$ cat src/design/sqle_pkg.sv
// sqle_pkg: shared constants, codes and types of the sql literal escaper
// depends on nothing; imported by every other file of the block but sqle_stream_if

package sqle_pkg;

   localparam int MAX_HELD_SPACES = 60;
   localparam int CNT_W           = $clog2(MAX_HELD_SPACES + 1);

   // character codes
   localparam logic [7:0] CH_NUL       = 8'h00;
   localparam logic [7:0] CH_LF        = 8'h0A;
   localparam logic [7:0] CH_CR        = 8'h0D;
   localparam logic [7:0] CH_SUB       = 8'h1A;
   localparam logic [7:0] CH_SPACE     = 8'h20;
   localparam logic [7:0] CH_DQUOTE    = 8'h22;
   localparam logic [7:0] CH_QUOTE     = 8'h27;
   localparam logic [7:0] CH_ZERO      = 8'h30;
   localparam logic [7:0] CH_UPPER_Z   = 8'h5A;
   localparam logic [7:0] CH_BACKSLASH = 8'h5C;
   localparam logic [7:0] CH_LOWER_N   = 8'h6E;
   localparam logic [7:0] CH_LOWER_R   = 8'h72;

   // dialect codes
   typedef logic [2:0] dialect_type;
   localparam dialect_type DIALECT_BACKSLASH       = 3'd0;
   localparam dialect_type DIALECT_QUOTE_DOUBLE    = 3'd1;
   localparam dialect_type DIALECT_NUL_SPACE       = 3'd2;
   localparam dialect_type DIALECT_QUOTE_BACKSLASH = 3'd3;
   localparam dialect_type DIALECT_NUL_DROP        = 3'd4;

   // wrap mode codes
   typedef logic [1:0] wrap_mode_type;
   localparam wrap_mode_type WRAP_NONE  = 2'd0;
   localparam wrap_mode_type WRAP_QUOTE = 2'd1;
   localparam wrap_mode_type WRAP_TRIM  = 2'd2;

   // register indexes of the csr port
   typedef logic csr_index_type;
   localparam csr_index_type CSR_DIALECT   = 1'b0;
   localparam csr_index_type CSR_WRAP_MODE = 1'b1;
   localparam int CSR_DATA_W = 3;

   // one escaped request: up to two bytes
   typedef struct packed {
      logic [7:0] b0;
      logic [7:0] b1;
      logic [1:0] nb;
      logic       last;
   } esc_item_type;

   // one result byte
   typedef struct packed {
      logic [7:0] out_byte;
      logic       last_out;
      logic       trim_overflow;
   } rsp_item_type;

endpackage

$ cat src/design/sqle_stream_if.sv
// sqle_req_if / sqle_rsp_if: valid-ready channels of the sql literal escaper
// depends on nothing

interface sqle_req_if;
   logic       valid;
   logic       ready;
   logic [7:0] in_byte;
   logic       has_byte;
   logic       last_in;

   modport source (output valid, output in_byte, output has_byte, output last_in,
                   input ready);
   modport sink   (input valid, input in_byte, input has_byte, input last_in,
                   output ready);
endinterface

interface sqle_rsp_if;
   logic       valid;
   logic       ready;
   logic [7:0] out_byte;
   logic       last_out;
   logic       trim_overflow;

   modport source (output valid, output out_byte, output last_out,
                   output trim_overflow, input ready);
   modport sink   (input valid, input out_byte, input last_out,
                   input trim_overflow, output ready);
endinterface

$ cat src/design/sqle_escape_decode.sv
// sqle_escape_decode: maps one source byte to its escaped form for the dialect
// depends on sqle_pkg

module sqle_escape_decode
   import sqle_pkg::*;
(
   input  logic [7:0]   in_byte,
   input  logic         has_byte,
   input  logic         last_in,
   input  dialect_type  dialect,
   output esc_item_type item
);

   logic [7:0] esc_char;

   always_comb begin
      case (in_byte)
         CH_NUL:       esc_char = CH_ZERO;
         CH_LF:        esc_char = CH_LOWER_N;
         CH_CR:        esc_char = CH_LOWER_R;
         CH_BACKSLASH: esc_char = CH_BACKSLASH;
         CH_QUOTE:     esc_char = CH_QUOTE;
         CH_DQUOTE:    esc_char = CH_DQUOTE;
         CH_SUB:       esc_char = CH_UPPER_Z;
         default:      esc_char = CH_NUL;
      endcase
   end

   always_comb begin
      item.b0   = in_byte;
      item.b1   = in_byte;
      item.nb   = 2'd1;
      item.last = last_in;
      if (!has_byte) begin
         item.nb = 2'd0;
      end else if (dialect == DIALECT_BACKSLASH) begin
         if (esc_char != CH_NUL) begin
            item.b0 = CH_BACKSLASH;
            item.b1 = esc_char;
            item.nb = 2'd2;
         end
      end else if (dialect > DIALECT_NUL_DROP) begin
         // unused codes pass through
         item.nb = 2'd1;
      end else if (in_byte == CH_QUOTE) begin
         item.nb = 2'd2;
      end else if (in_byte == CH_BACKSLASH && dialect == DIALECT_QUOTE_BACKSLASH) begin
         item.nb = 2'd2;
      end else if (in_byte == CH_NUL && dialect == DIALECT_NUL_SPACE) begin
         item.b0 = CH_SPACE;
      end else if (in_byte == CH_NUL &&
                   (dialect inside {DIALECT_QUOTE_BACKSLASH, DIALECT_NUL_DROP})) begin
         item.nb = 2'd0;
      end
   end

endmodule

$ cat src/design/sqle_expander.sv
// sqle_expander: item register, result sequencer, held-space count and result register
// depends on sqle_pkg

module sqle_expander
   import sqle_pkg::*;
(
   input  logic          clock,
   input  logic          reset,
   input  logic          in_valid,
   output logic          in_ready,
   input  esc_item_type  in_item,
   input  wrap_mode_type wrap_mode,
   output logic          out_valid,
   input  logic          out_ready,
   output rsp_item_type  out_item
);

   esc_item_type item_ff;
   logic         item_valid_ff;
   logic         start_ff, start_in;
   logic [CNT_W-1:0] cnt_ff, cnt_in;
   logic [1:0]   idx_ff, idx_in;
   logic         open_done_ff, open_done_in;
   logic         close_done_ff, close_done_in;
   logic         ovf_ff, ovf_in;
   logic         rsp_valid_ff;
   rsp_item_type rsp_ff;

   logic         wrap, trim, adv, act, emit, remaining, item_done;
   logic         open_pend;
   logic [7:0]   cur_byte;
   rsp_item_type emit_item;

   assign wrap = (wrap_mode != WRAP_NONE);
   assign trim = (wrap_mode == WRAP_TRIM);
   assign adv  = !rsp_valid_ff || out_ready;
   assign act  = item_valid_ff && adv;
   assign cur_byte  = (idx_ff == 2'd0) ? item_ff.b0 : item_ff.b1;
   assign open_pend = start_ff && wrap && !open_done_ff;

   always_comb begin
      emit          = 1'b0;
      emit_item     = '{out_byte: CH_SPACE, last_out: 1'b0, trim_overflow: 1'b0};
      cnt_in        = cnt_ff;
      idx_in        = idx_ff;
      open_done_in  = open_done_ff;
      close_done_in = close_done_ff;
      ovf_in        = ovf_ff;
      if (open_pend) begin
         emit               = 1'b1;
         emit_item.out_byte = CH_QUOTE;
         open_done_in       = 1'b1;
      end else if (idx_ff < item_ff.nb) begin
         if (cur_byte == CH_SPACE && trim) begin
            cnt_in = cnt_ff + CNT_W'(1);
            idx_in = idx_ff + 2'd1;
         end else if (cnt_ff != '0) begin
            emit   = 1'b1;
            cnt_in = cnt_ff - CNT_W'(1);
         end else begin
            emit               = 1'b1;
            emit_item.out_byte = cur_byte;
            idx_in             = idx_ff + 2'd1;
            emit_item.last_out = item_ff.last && !wrap && (idx_in == item_ff.nb);
         end
      end else if (item_ff.last && !trim && cnt_ff != '0) begin
         emit               = 1'b1;
         cnt_in             = cnt_ff - CNT_W'(1);
         emit_item.last_out = !wrap && (cnt_ff == CNT_W'(1));
      end else if (item_ff.last && wrap && !close_done_ff) begin
         emit               = 1'b1;
         emit_item.out_byte = CH_QUOTE;
         emit_item.last_out = 1'b1;
         close_done_in      = 1'b1;
      end else if (!item_ff.last && cnt_ff != '0 &&
                   (ovf_ff || cnt_ff >= CNT_W'(MAX_HELD_SPACES))) begin
         emit                    = 1'b1;
         emit_item.trim_overflow = 1'b1;
         cnt_in                  = cnt_ff - CNT_W'(1);
         ovf_in                  = 1'b1;
      end
   end

   // is there anything left of this request after the current step
   always_comb begin
      remaining = (start_ff && wrap && !open_done_in) ||
                  (idx_in < item_ff.nb) ||
                  (item_ff.last && !trim && cnt_in != '0) ||
                  (item_ff.last && wrap && !close_done_in) ||
                  (!item_ff.last && cnt_in != '0 &&
                   (ovf_in || cnt_in >= CNT_W'(MAX_HELD_SPACES)));
   end

   assign item_done = act && !remaining;
   assign in_ready  = !item_valid_ff || item_done;
   assign start_in  = item_ff.last;

   always_ff @(posedge clock) begin
      if (reset) begin
         item_valid_ff <= 1'b0;
         start_ff      <= 1'b1;
         cnt_ff        <= '0;
         idx_ff        <= '0;
         open_done_ff  <= 1'b0;
         close_done_ff <= 1'b0;
         ovf_ff        <= 1'b0;
         rsp_valid_ff  <= 1'b0;
      end else begin
         if (in_ready) begin
            item_valid_ff <= in_valid;
         end
         if (item_done) begin
            start_ff      <= start_in;
            cnt_ff        <= item_ff.last ? '0 : cnt_in;
            idx_ff        <= '0;
            open_done_ff  <= 1'b0;
            close_done_ff <= 1'b0;
            ovf_ff        <= 1'b0;
         end else if (act) begin
            cnt_ff        <= cnt_in;
            idx_ff        <= idx_in;
            open_done_ff  <= open_done_in;
            close_done_ff <= close_done_in;
            ovf_ff        <= ovf_in;
         end
         if (act && emit) begin
            rsp_valid_ff <= 1'b1;
         end else if (out_ready) begin
            rsp_valid_ff <= 1'b0;
         end
      end
   end

   always_ff @(posedge clock) begin
      if (in_ready && in_valid) begin
         item_ff <= in_item;
      end
      if (act && emit) begin
         rsp_ff <= emit_item;
      end
   end

   assign out_valid = rsp_valid_ff;
   assign out_item  = rsp_ff;

   a_cnt_bound: assert property (@(posedge clock) disable iff (reset)
      cnt_ff <= CNT_W'(MAX_HELD_SPACES))
      else $error("held space count beyond bound");

   a_last_clears: assert property (@(posedge clock) disable iff (reset)
      item_done && item_ff.last |=> cnt_ff == '0 && start_ff)
      else $error("end of string did not clear held spaces");

   a_ovf_is_space: assert property (@(posedge clock) disable iff (reset)
      rsp_valid_ff && rsp_ff.trim_overflow |-> rsp_ff.out_byte == CH_SPACE)
      else $error("overflow flag on a byte that is not a space");

   a_idx_range: assert property (@(posedge clock) disable iff (reset)
      item_valid_ff |-> idx_ff <= item_ff.nb)
      else $error("byte index past escaped bytes");

endmodule

$ cat src/design/sql_literal_escaper_unit.sv
// sql_literal_escaper_unit: top level of the sql string literal escaper
// depends on sqle_pkg, sqle_stream_if, sqle_escape_decode and sqle_expander
//
// usage
//   req carries one source byte per request (has_byte low for an empty
//   string, last_in on the final request of a string); rsp carries the
//   bytes of the escaped literal, last_out on its final byte and
//   trim_overflow on spaces flushed because the held run hit its bound
//   csr_wr_en/csr_index/csr_wdata write dialect (index 0) and wrap_mode
//   (index 1); write them only while no string is in flight
// timing
//   a request is decoded on entry and held in the item register; each
//   of its result bytes then passes through the result register
//   the single result sequencer yields each result byte of a request in
//   turn: a plain byte passes at one request per cycle while rsp does not
//   stall, an escaped byte or a quote adds a result byte, and a flushed run
//   of held spaces adds one result byte per space (up to sixty)
// reset and stall
//   reset gives dialect 1, wrap_mode 1, no held spaces, a fresh string
//   and empty registers; no clearing pass is needed
//   when rsp stalls the result register holds its byte and the sequencer
//   waits, and req is back-pressured once the item register is busy

module sql_literal_escaper_unit
   import sqle_pkg::*;
(
   input  logic              clock,
   input  logic              reset,
   sqle_req_if.sink          req,
   sqle_rsp_if.source        rsp,
   input  logic              csr_wr_en,
   input  csr_index_type     csr_index,
   input  logic [CSR_DATA_W-1:0] csr_wdata
);

   dialect_type   dialect_ff;
   wrap_mode_type wrap_mode_ff;
   esc_item_type  esc_item;
   rsp_item_type  rsp_item;

   // configuration registers
   always_ff @(posedge clock) begin
      if (reset) begin
         dialect_ff   <= DIALECT_QUOTE_DOUBLE;
         wrap_mode_ff <= WRAP_QUOTE;
      end else if (csr_wr_en) begin
         case (csr_index)
            CSR_DIALECT:   dialect_ff   <= csr_wdata;
            CSR_WRAP_MODE: wrap_mode_ff <= csr_wdata[1:0];
            default: ;
         endcase
      end
   end

   // escape the request byte on its way into the item register
   sqle_escape_decode u_decode (
      .in_byte  (req.in_byte),
      .has_byte (req.has_byte),
      .last_in  (req.last_in),
      .dialect  (dialect_ff),
      .item     (esc_item)
   );

   // quotes, held spaces and escaped bytes, one result byte per cycle unless rsp stalls
   sqle_expander u_expander (
      .clock     (clock),
      .reset     (reset),
      .in_valid  (req.valid),
      .in_ready  (req.ready),
      .in_item   (esc_item),
      .wrap_mode (wrap_mode_ff),
      .out_valid (rsp.valid),
      .out_ready (rsp.ready),
      .out_item  (rsp_item)
   );

   assign rsp.out_byte      = rsp_item.out_byte;
   assign rsp.last_out      = rsp_item.last_out;
   assign rsp.trim_overflow = rsp_item.trim_overflow;

endmodule

$ cat src/flat_wrapper.sv
// flat-port wrapper written by rule: the top's interface ports become plain ports
module sql_literal_escaper_unit_flat import sqle_pkg::*;
  (clock, reset, csr_wr_en, csr_index, csr_wdata, req_valid, req_in_byte, req_has_byte, req_last_in, req_ready, rsp_valid, rsp_out_byte, rsp_last_out, rsp_trim_overflow, rsp_ready);
  sqle_req_if req_i ();
  sqle_rsp_if rsp_i ();
  input  logic clock;
  input  logic reset;
  input  logic csr_wr_en;
  input  csr_index_type csr_index;
  input  logic [CSR_DATA_W-1:0] csr_wdata;
  input wire logic [$bits(req_i.valid)-1:0] req_valid;
  input wire logic [$bits(req_i.in_byte)-1:0] req_in_byte;
  input wire logic [$bits(req_i.has_byte)-1:0] req_has_byte;
  input wire logic [$bits(req_i.last_in)-1:0] req_last_in;
  output wire logic [$bits(req_i.ready)-1:0] req_ready;
  output wire logic [$bits(rsp_i.valid)-1:0] rsp_valid;
  output wire logic [$bits(rsp_i.out_byte)-1:0] rsp_out_byte;
  output wire logic [$bits(rsp_i.last_out)-1:0] rsp_last_out;
  output wire logic [$bits(rsp_i.trim_overflow)-1:0] rsp_trim_overflow;
  input wire logic [$bits(rsp_i.ready)-1:0] rsp_ready;
  assign req_i.valid = req_valid;
  assign req_i.in_byte = req_in_byte;
  assign req_i.has_byte = req_has_byte;
  assign req_i.last_in = req_last_in;
  assign req_ready = req_i.ready;
  assign rsp_valid = rsp_i.valid;
  assign rsp_out_byte = rsp_i.out_byte;
  assign rsp_last_out = rsp_i.last_out;
  assign rsp_trim_overflow = rsp_i.trim_overflow;
  assign rsp_i.ready = rsp_ready;
  sql_literal_escaper_unit u_core (.clock(clock), .reset(reset), .req(req_i), .rsp(rsp_i), .csr_wr_en(csr_wr_en), .csr_index(csr_index), .csr_wdata(csr_wdata));
endmodule
$ cat config.mk
export PLATFORM = sky130hd
export DESIGN_NAME = sql_literal_escaper_unit_flat
export DESIGN_NICKNAME = d
export VERILOG_FILES = /design/src/design/sqle_pkg.sv /design/src/design/sqle_stream_if.sv /design/src/design/sqle_escape_decode.sv /design/src/design/sqle_expander.sv /design/src/design/sql_literal_escaper_unit.sv /design/src/flat_wrapper.sv
export SDC_FILE = /design/constraint.sdc
export NUM_CORES = 1
export LEC_CHECK = 0
export ABC_AREA = 1
export ABC_CLOCK_PERIOD_IN_PS = 4600
export BUFFER_PORTS_ARGS = -buffer_cell sky130_fd_sc_hd__buf_4
export CAP_MARGIN = 20
export CORE_MARGIN = 2
export CORE_UTILIZATION = 40
export DETAILED_ROUTE_END_ITERATION = 10
export HOLD_SLACK_MARGIN = 0.05
export PLACE_DENSITY = 0.56
export SLEW_MARGIN = 20
export SYNTH_ARGS = -nofsm -noshare
export SYNTH_HDL_FRONTEND = slang
export SYNTH_SLANG_ARGS = --single-unit
$ cat constraint.sdc
create_clock -name clock -period 4.6 [get_ports clock]
set_clock_uncertainty 0.15 [all_clocks]
set_input_delay 0.46 -clock clock [delete_from_list [all_inputs] [get_ports clock]]
set_output_delay 0.46 -clock clock [all_outputs]
set_load 0.05 [all_outputs]
==> metrics, run 1 <==
CTS Root Cell clkbuf_8; Post-synth EDFFs 29; final setup margin about 0.84 ns; post-CTS sizing 0; final setup TNS 0 ns; largest net degree at the start of global routing 20; count of different cell masters after synthesis 42; clk sink count 48; Yosys top cell area share 27.0%; initial DRC count roughly 100; cell count after synthesis 441; Skew-Pair Late Insertion Delay 0.30 ns; cell mode on critical path nand2_1; total track usage about 17%; Cell Pwr Density 355 mW/mm^2; Buffers on Ports 30; WP buf/inv 2; via count 2754; Crit Path Max Fanout 10; fraction of layout instances using a drive strength above 1 17.6%; min-delay src req_last_in; Req. time, crit path between 3 and 4 ns; CTS H-tree depth 2; synthesized area per cell approximately 7.3 um^2; startpoint types flip-flop; Hold Path Sink u_core.u_expander.start_in$_DFFE_PP_; Net Count, Synth about 470; Final GP Congestion a little under 0.9; Slew headroom 55.3%; Synth async-reset ratio 0%; core area about 0.0078 mm^2; Slew @ Worst Pin ~0.67 ns; Lkg Pwr 1.67 nW; DR DRC count 0; R2R Setup Slk 1.16 ns; Final ANT Viol Nets 0; final hold vios 0; status finished clean; Worst path max stage delay between 0.4 and 0.5 ns; worst r2r src u_core.u_expander.idx_ff[0]$_SDFFE_PP0P_; FP Rows 32; Die Y 93.8 um; R2R cell count 19; Tot Pwr approximately 0.0013 W; fillers 797; final WL 7020 um; main flop type after synthesis edfxtp_1; DR vias/cell 4.80; critical setup path kind flip-flop to output pin; maximum vdd drop between 0.00015 and 0.0002 V; vias in the first global route 2616; commonest cells in the netlist 114 x nand2_1, 69 x inv_1, 46 x nor2_1; worst slack, placed around 1.1 ns; CP max-delay cell ha_1; # diodes 0; wire per inst 12.2 um; initial core utilization 41.5%; worst path arrival time 3.15 ns; area grow syn2layout 13.5%; TritonCTS Buffers 5; Seq cells post-synth 48; CP top delay family simple AND/OR/NAND/NOR gates; clk buf depth 2; final net count about 500; crit end category output pin; # Max-Cap Violations 0; Final Setup Violations 0; total setup buffers inserted after CTS 0; reg-to-reg endpoint u_core.u_expander.item_ff[11]$_DFFE_PP_; Synth Warn # 0; fin crit share 81.7%; fin. max-slew vios 0; Die W 93.8 um; Hold Crit Depth 1; count leader, synth nand2_1; Clock transition at path regs ~0.090 ns; Hold Path Class input pin to flip-flop; Pre-antenna DRT Iters 4; RSZ-0062 raised after global routing no; Die ar. 0.00879 mm^2; DP HPWL 5550 um; fmax about 270 MHz; first-pass GRT wire length 12000 um; register area share after synthesis approximately 39%; CTS hold repair buffers 0; Tmin final 3.76 ns; global route overflow 0; dominant cells by area after synthesis edfxtp_1 27%, nand2_1 13%, dfxtp_1 12%; I/O pin count 31; crit-path cells inv_1 > ha_1 > nand2_1 > nand2_2 > nand2_1 > nor2_1 > nand3_2 > nand2_2 > nand2_1 > nor2_1 > a21oi_1 > ha_1 > o21ai_0 > nand2_1 > nand2_1 > a21oi_4 > nand2_4 > nand2_2 > buf_4; Yosys top cell by area edfxtp_1; initial antenna violation count 0; CTS tree built; Post-Synthesis Cell Area 0.00322 mm^2
[logic make-up after synthesis]
logic type                 share of synthesized area (%)
and+or+nand+nor                                     36.8
buffers and inverters                               10.6
AOI/OAI and AO/OA                                   9.31
DFF                                                 38.8
adders and majority gates                           3.10
xor gates and xnor gates                            1.36
[through the flow]
stage	instances	cell area, um^2	hold slack [ns]	util, %
finish	574	3660	0.185	47.1
global route	574	3660	0.167	47.1
CTS	574	3650	0.176	47.1
detailed placement	566	3530	0.302	45.4
global placement	566	3530	0.295	45.4
floorplan	441	3220	0.288	-
[registers in the layout, summed over array words and instances, names as in the netlist]
name and cells:
u_core.u_expander.close_done_ff 1, u_core.u_expander.start_ff 1, u_core.u_expander.open_done_ff 1, u_core.u_expander.out_valid 1, u_core.u_expander.cnt_ff 6, u_core.u_expander.item_ff 18, u_core.dialect_ff 3, u_core.wrap_mode_ff 2
u_core.u_expander.item_valid_ff 1, u_core.u_expander.idx_ff 2, u_core.u_expander.start_in 1, u_core.u_expander.out_item 10, u_core.u_expander.ovf_ff 1
[worst max path at each step]
stage                                                           from                                 endpoint  depth (start not counted)
after floorplan           u_core.u_expander.item_ff[2]$_SDFFCE_PN0P_  u_core.u_expander.item_ff[10]$_DFFE_PP_                         17
after global placement      u_core.u_expander.idx_ff[0]$_SDFFE_PP0P_                                req_ready                         19
after detailed placement    u_core.u_expander.idx_ff[0]$_SDFFE_PP0P_  u_core.u_expander.item_ff[11]$_DFFE_PP_                         19
after CTS                   u_core.u_expander.idx_ff[0]$_SDFFE_PP0P_                                req_ready                         19
after global routing        u_core.u_expander.idx_ff[0]$_SDFFE_PP0P_                                req_ready                         19
final                       u_core.u_expander.idx_ff[0]$_SDFFE_PP0P_                                req_ready                         19
[report_power, final]
| group | leakage (nW) | total (W) | switching [W] | internal, W |
|---|---|---|---|---|
| Sequential | 0.429 | 0.000523 | 0.0000248 | 0.000499 |
| Clock | 0.0636 | 0.000338 | 0.000142 | 0.000195 |
| Combinational | 1.18 | 0.000437 | 0.000295 | 0.000141 |
[area by class of cell]
cell class / count / area (um^2) / share of cell area [%]
Clock inverter: 1 / 30.0 / 0.821
Timing Repair Buffer: 31 / 233 / 6.36
Multi-Input combinational cell: 311 / 1630 / 44.7
Tap cell: 102 / 128 / 3.49
Sequential cell: 48 / 1250 / 34.2
Inverter: 74 / 285 / 7.80
Clock buffer: 7 / 97.6 / 2.67
[worst register-to-register path: cells and delay by family, from the launching register on]
family	cells	cell delay [ns]
AND/OR/NAND/NOR	11	1.14
adder cells (fa/ha/maj)	2	0.72
AO/OA/AOI/OAI	4	0.45
flip-flops	1	0.32
buffers and inverters	2	0.36
[layer usage]
layer	part of all wire (%)	track usage [%]	wire length, um
met5	0	0	0
met4	0.93	4.23	65
met3	3.0	2.97	208
met2	48	30.1	3390
met1	48	22.0	3350
[cells in the final DEF, fill, tap and decap left out, types with 2 or more instances in the layout]
cell type / n
nand2_1: 114
inv_1: 69
nor2_1: 46
nand3_1: 31
buf_4: 31
edfxtp_1: 29
dfxtp_1: 19
a21oi_1: 18
o21ai_0: 17
nand2_2: 14
nand4_1: 8
ha_1: 8
nor4_1: 6
nor2_2: 5
nand3_2: 5
a21oi_2: 5
nor3_1: 5
clkbuf_8: 5
xor2_1: 3
inv_2: 3
o21ai_1: 3
nand2_4: 3
nor2_4: 2
nand3b_2: 2
xnor2_1: 2
a31oi_1: 2
Note: power is estimated with default switching activity, not from simulation.
==> run 2, diff against run 1 <==
Settings changed: ABC_CLOCK_PERIOD_IN_PS 4600 to 3500.
Clock period 4.6 ns to 3.5 ns, I/O delays scaled along.
==> run 2 against run 1 <==
  * Final area up 4.1%
  * Critical path type unchanged
  * Clock power down 1%
  * Sequential share of layout area down 1.2 points
==> metrics, run 2 (synthesis results as in run 1) <==
Int Pwr around 0.0010 W; CTS H-tree depth 2; Skew-Pair Late Insertion Delay 0.30 ns; commonest non-fill, non-tap cell in the layout nand2_1; cell mode on critical path nand2_2; switching power of the nets 0.000642 W; combinational power share slightly below 40%; clk sink count 48; critical setup path kind flip-flop to output pin; sequential share of power 41.0%; via count 2815; Tmin final 3.32 ns; Final Setup Violations 0; I/O pin count 31; global route overflow 0; final WL 7220 um; Hold Path Class input pin to flip-flop; Net Sw Frac 38.3%; Worst path max stage delay 0.35 ns; min-delay src req_last_in; startpoint types flip-flop; final net count between 500 and 600; maximum vdd drop 0.000188 V; CP max-delay cell dfxtp_2; Die W 93.8 um; DR vias/cell 4.80; vias in the first global route 2637; fin crit share between 90% and 100%; crit end category output pin; FF+latch area 0.00126 mm^2; Die ar. 0.00879 mm^2; largest net degree at the start of global routing 20; CP top delay family simple AND/OR/NAND/NOR gates; total track usage 17.1%; fmax between 300 and 400 MHz; WP buf/inv 4; CTS Root Cell clkbuf_8; Layout Cell Area excl Fill 0.00381 mm^2; final hold vios 0; Top reg by flops u_core.u_expander.item_ff; Slew headroom 58.1%; core area 0.00777 mm^2; initial DRC count roughly 120; DP HPWL 5650 um; initial core utilization 41.5%; wire per inst 12.3 um; Non-Filler Instances 587; area grow syn2layout 18.1%; fraction of layout instances using a drive strength above 1 23.3%; Die Y 93.8 um; worst slack, placed 0.158 ns; fillers slightly above 800; first-pass GRT wire length around 12000 um; fin. max-slew vios 0; # Max-Cap Violations 0; TritonCTS Buffers 5; Final GP Congestion 0.865; clock share of power 19.9%; initial antenna violation count 0; worst path arrival time 2.82 ns; placed cell count 570; final setup TNS 0 ns; Buffers on Ports 30; DR DRC count 0; Req. time, crit path roughly 3.0 ns; max reg flops 18; CTS tree built; # diodes 0; final setup margin between 0.15 and 0.2 ns; Slew @ Worst Pin 0.623 ns; status finished clean; Lkg Pwr roughly 1.7 nW; Tot Pwr 0.00167 W; clk buf depth 2; area occupied by multi-input gates 0.00169 mm^2; crit-path cells inv_2 > ha_4 > buf_12 > inv_8 > nand2_1 > nand2_2 > nand2_2 > nor2_2 > nand3_2 > nand2_2 > nand2_4 > nor2_2 > a21oi_1 > ha_1 > o21ai_0 > nand2_1 > nand2_2 > a21oi_4 > nand2_4 > nand2_4 > buf_8; commonest non-fill, non-tap cells in the layout 106 x nand2_1, 67 x inv_1, 43 x nor2_1; Placed Area 0.00357 mm^2; Pre-antenna DRT Iters 4; worst r2r src u_core.u_expander.idx_ff[1]$_SDFFE_PP0P_; Cell Pwr Density 440 mW/mm^2; start point of the critical path u_core.u_expander.idx_ff[1]$_SDFFE_PP0P_; FP Rows 32; Crit Path Max Fanout 9; Clock transition at path regs roughly 0.090 ns; Final ANT Viol Nets 0
## run 2: what timing repair did
| action | CTS | global route |
|---|---|---|
| endpoints found under the setup margin | 1 | 1 |
| hold buffers | 0 | 0 |
| buffers inserted | 0 | 9 |
| pin swaps | 0 | 13 |
| hold endpoints to repair | 0 | 0 |
| gates resized for setup | 1 | 24 |
## run 2: per-layer routing
| metal | GRT usage [%] | up-vias | routed length (um) |
|---|---|---|---|
| met3 | 2.49 | 5 | 201 |
| met1 | 22.0 | 1256 | 3440 |
| met4 | 5.19 | 0 | 67 |
| met2 | 29.6 | 43 | 3510 |
| met5 | 0 | - | 0 |
| li1 | - | 1511 | - |
## run 2: path summary, 6_finish.rpt
check	depth (start not counted)	slack, ns	end
min	1	0.07	u_core.u_expander.start_in$_DFFE_PP_
max	21	0.18	req_ready
max reg2reg	22	0.28	u_core.u_expander.item_ff[13]$_DFFE_PP_
min reg2reg	2	0.32	u_core.u_expander.close_done_ff$_SDFFE_PP0P_
## run 2: through the flow
step / util, % / hold slack (ns)
finish: 49.0 / 0.0744
global route: 49.0 / 0.0534
CTS: 47.1 / 0.0645
detailed placement: 46.0 / 0.303
global placement: 46.0 / 0.295
floorplan: - / 0.269
## run 2: cell type report
type	instances	share of cell area, %
Multi-Input combinational cell	311	44.3
Inverter	74	7.49
Clock inverter	3	0.558
Tap cell	102	3.35
Sequential cell	48	33.0
Clock buffer	5	1.81
Timing Repair Buffer	44	9.56
## run 2: worst register-to-register path, delay by kind of cell, from the launching register on
family	cells	cell delay, ns
buffers and inverters	5	0.56
DFF	1	0.35
and+or+nand+nor	11	0.98
AOI/OAI and AO/OA	4	0.46
adders and majority gates	2	0.43
## run 2: power by group through the flow
stage,logic (W),registers (W),clock network (W)
finish,0.000654,0.000686,0.000334
global route,0.000731,0.000692,0.000368
CTS,0.000595,0.000685,0.000346
detailed placement,0.000591,0.000698,0
floorplan,0.000406,0.000736,0
global placement,0.000589,0.000699,0
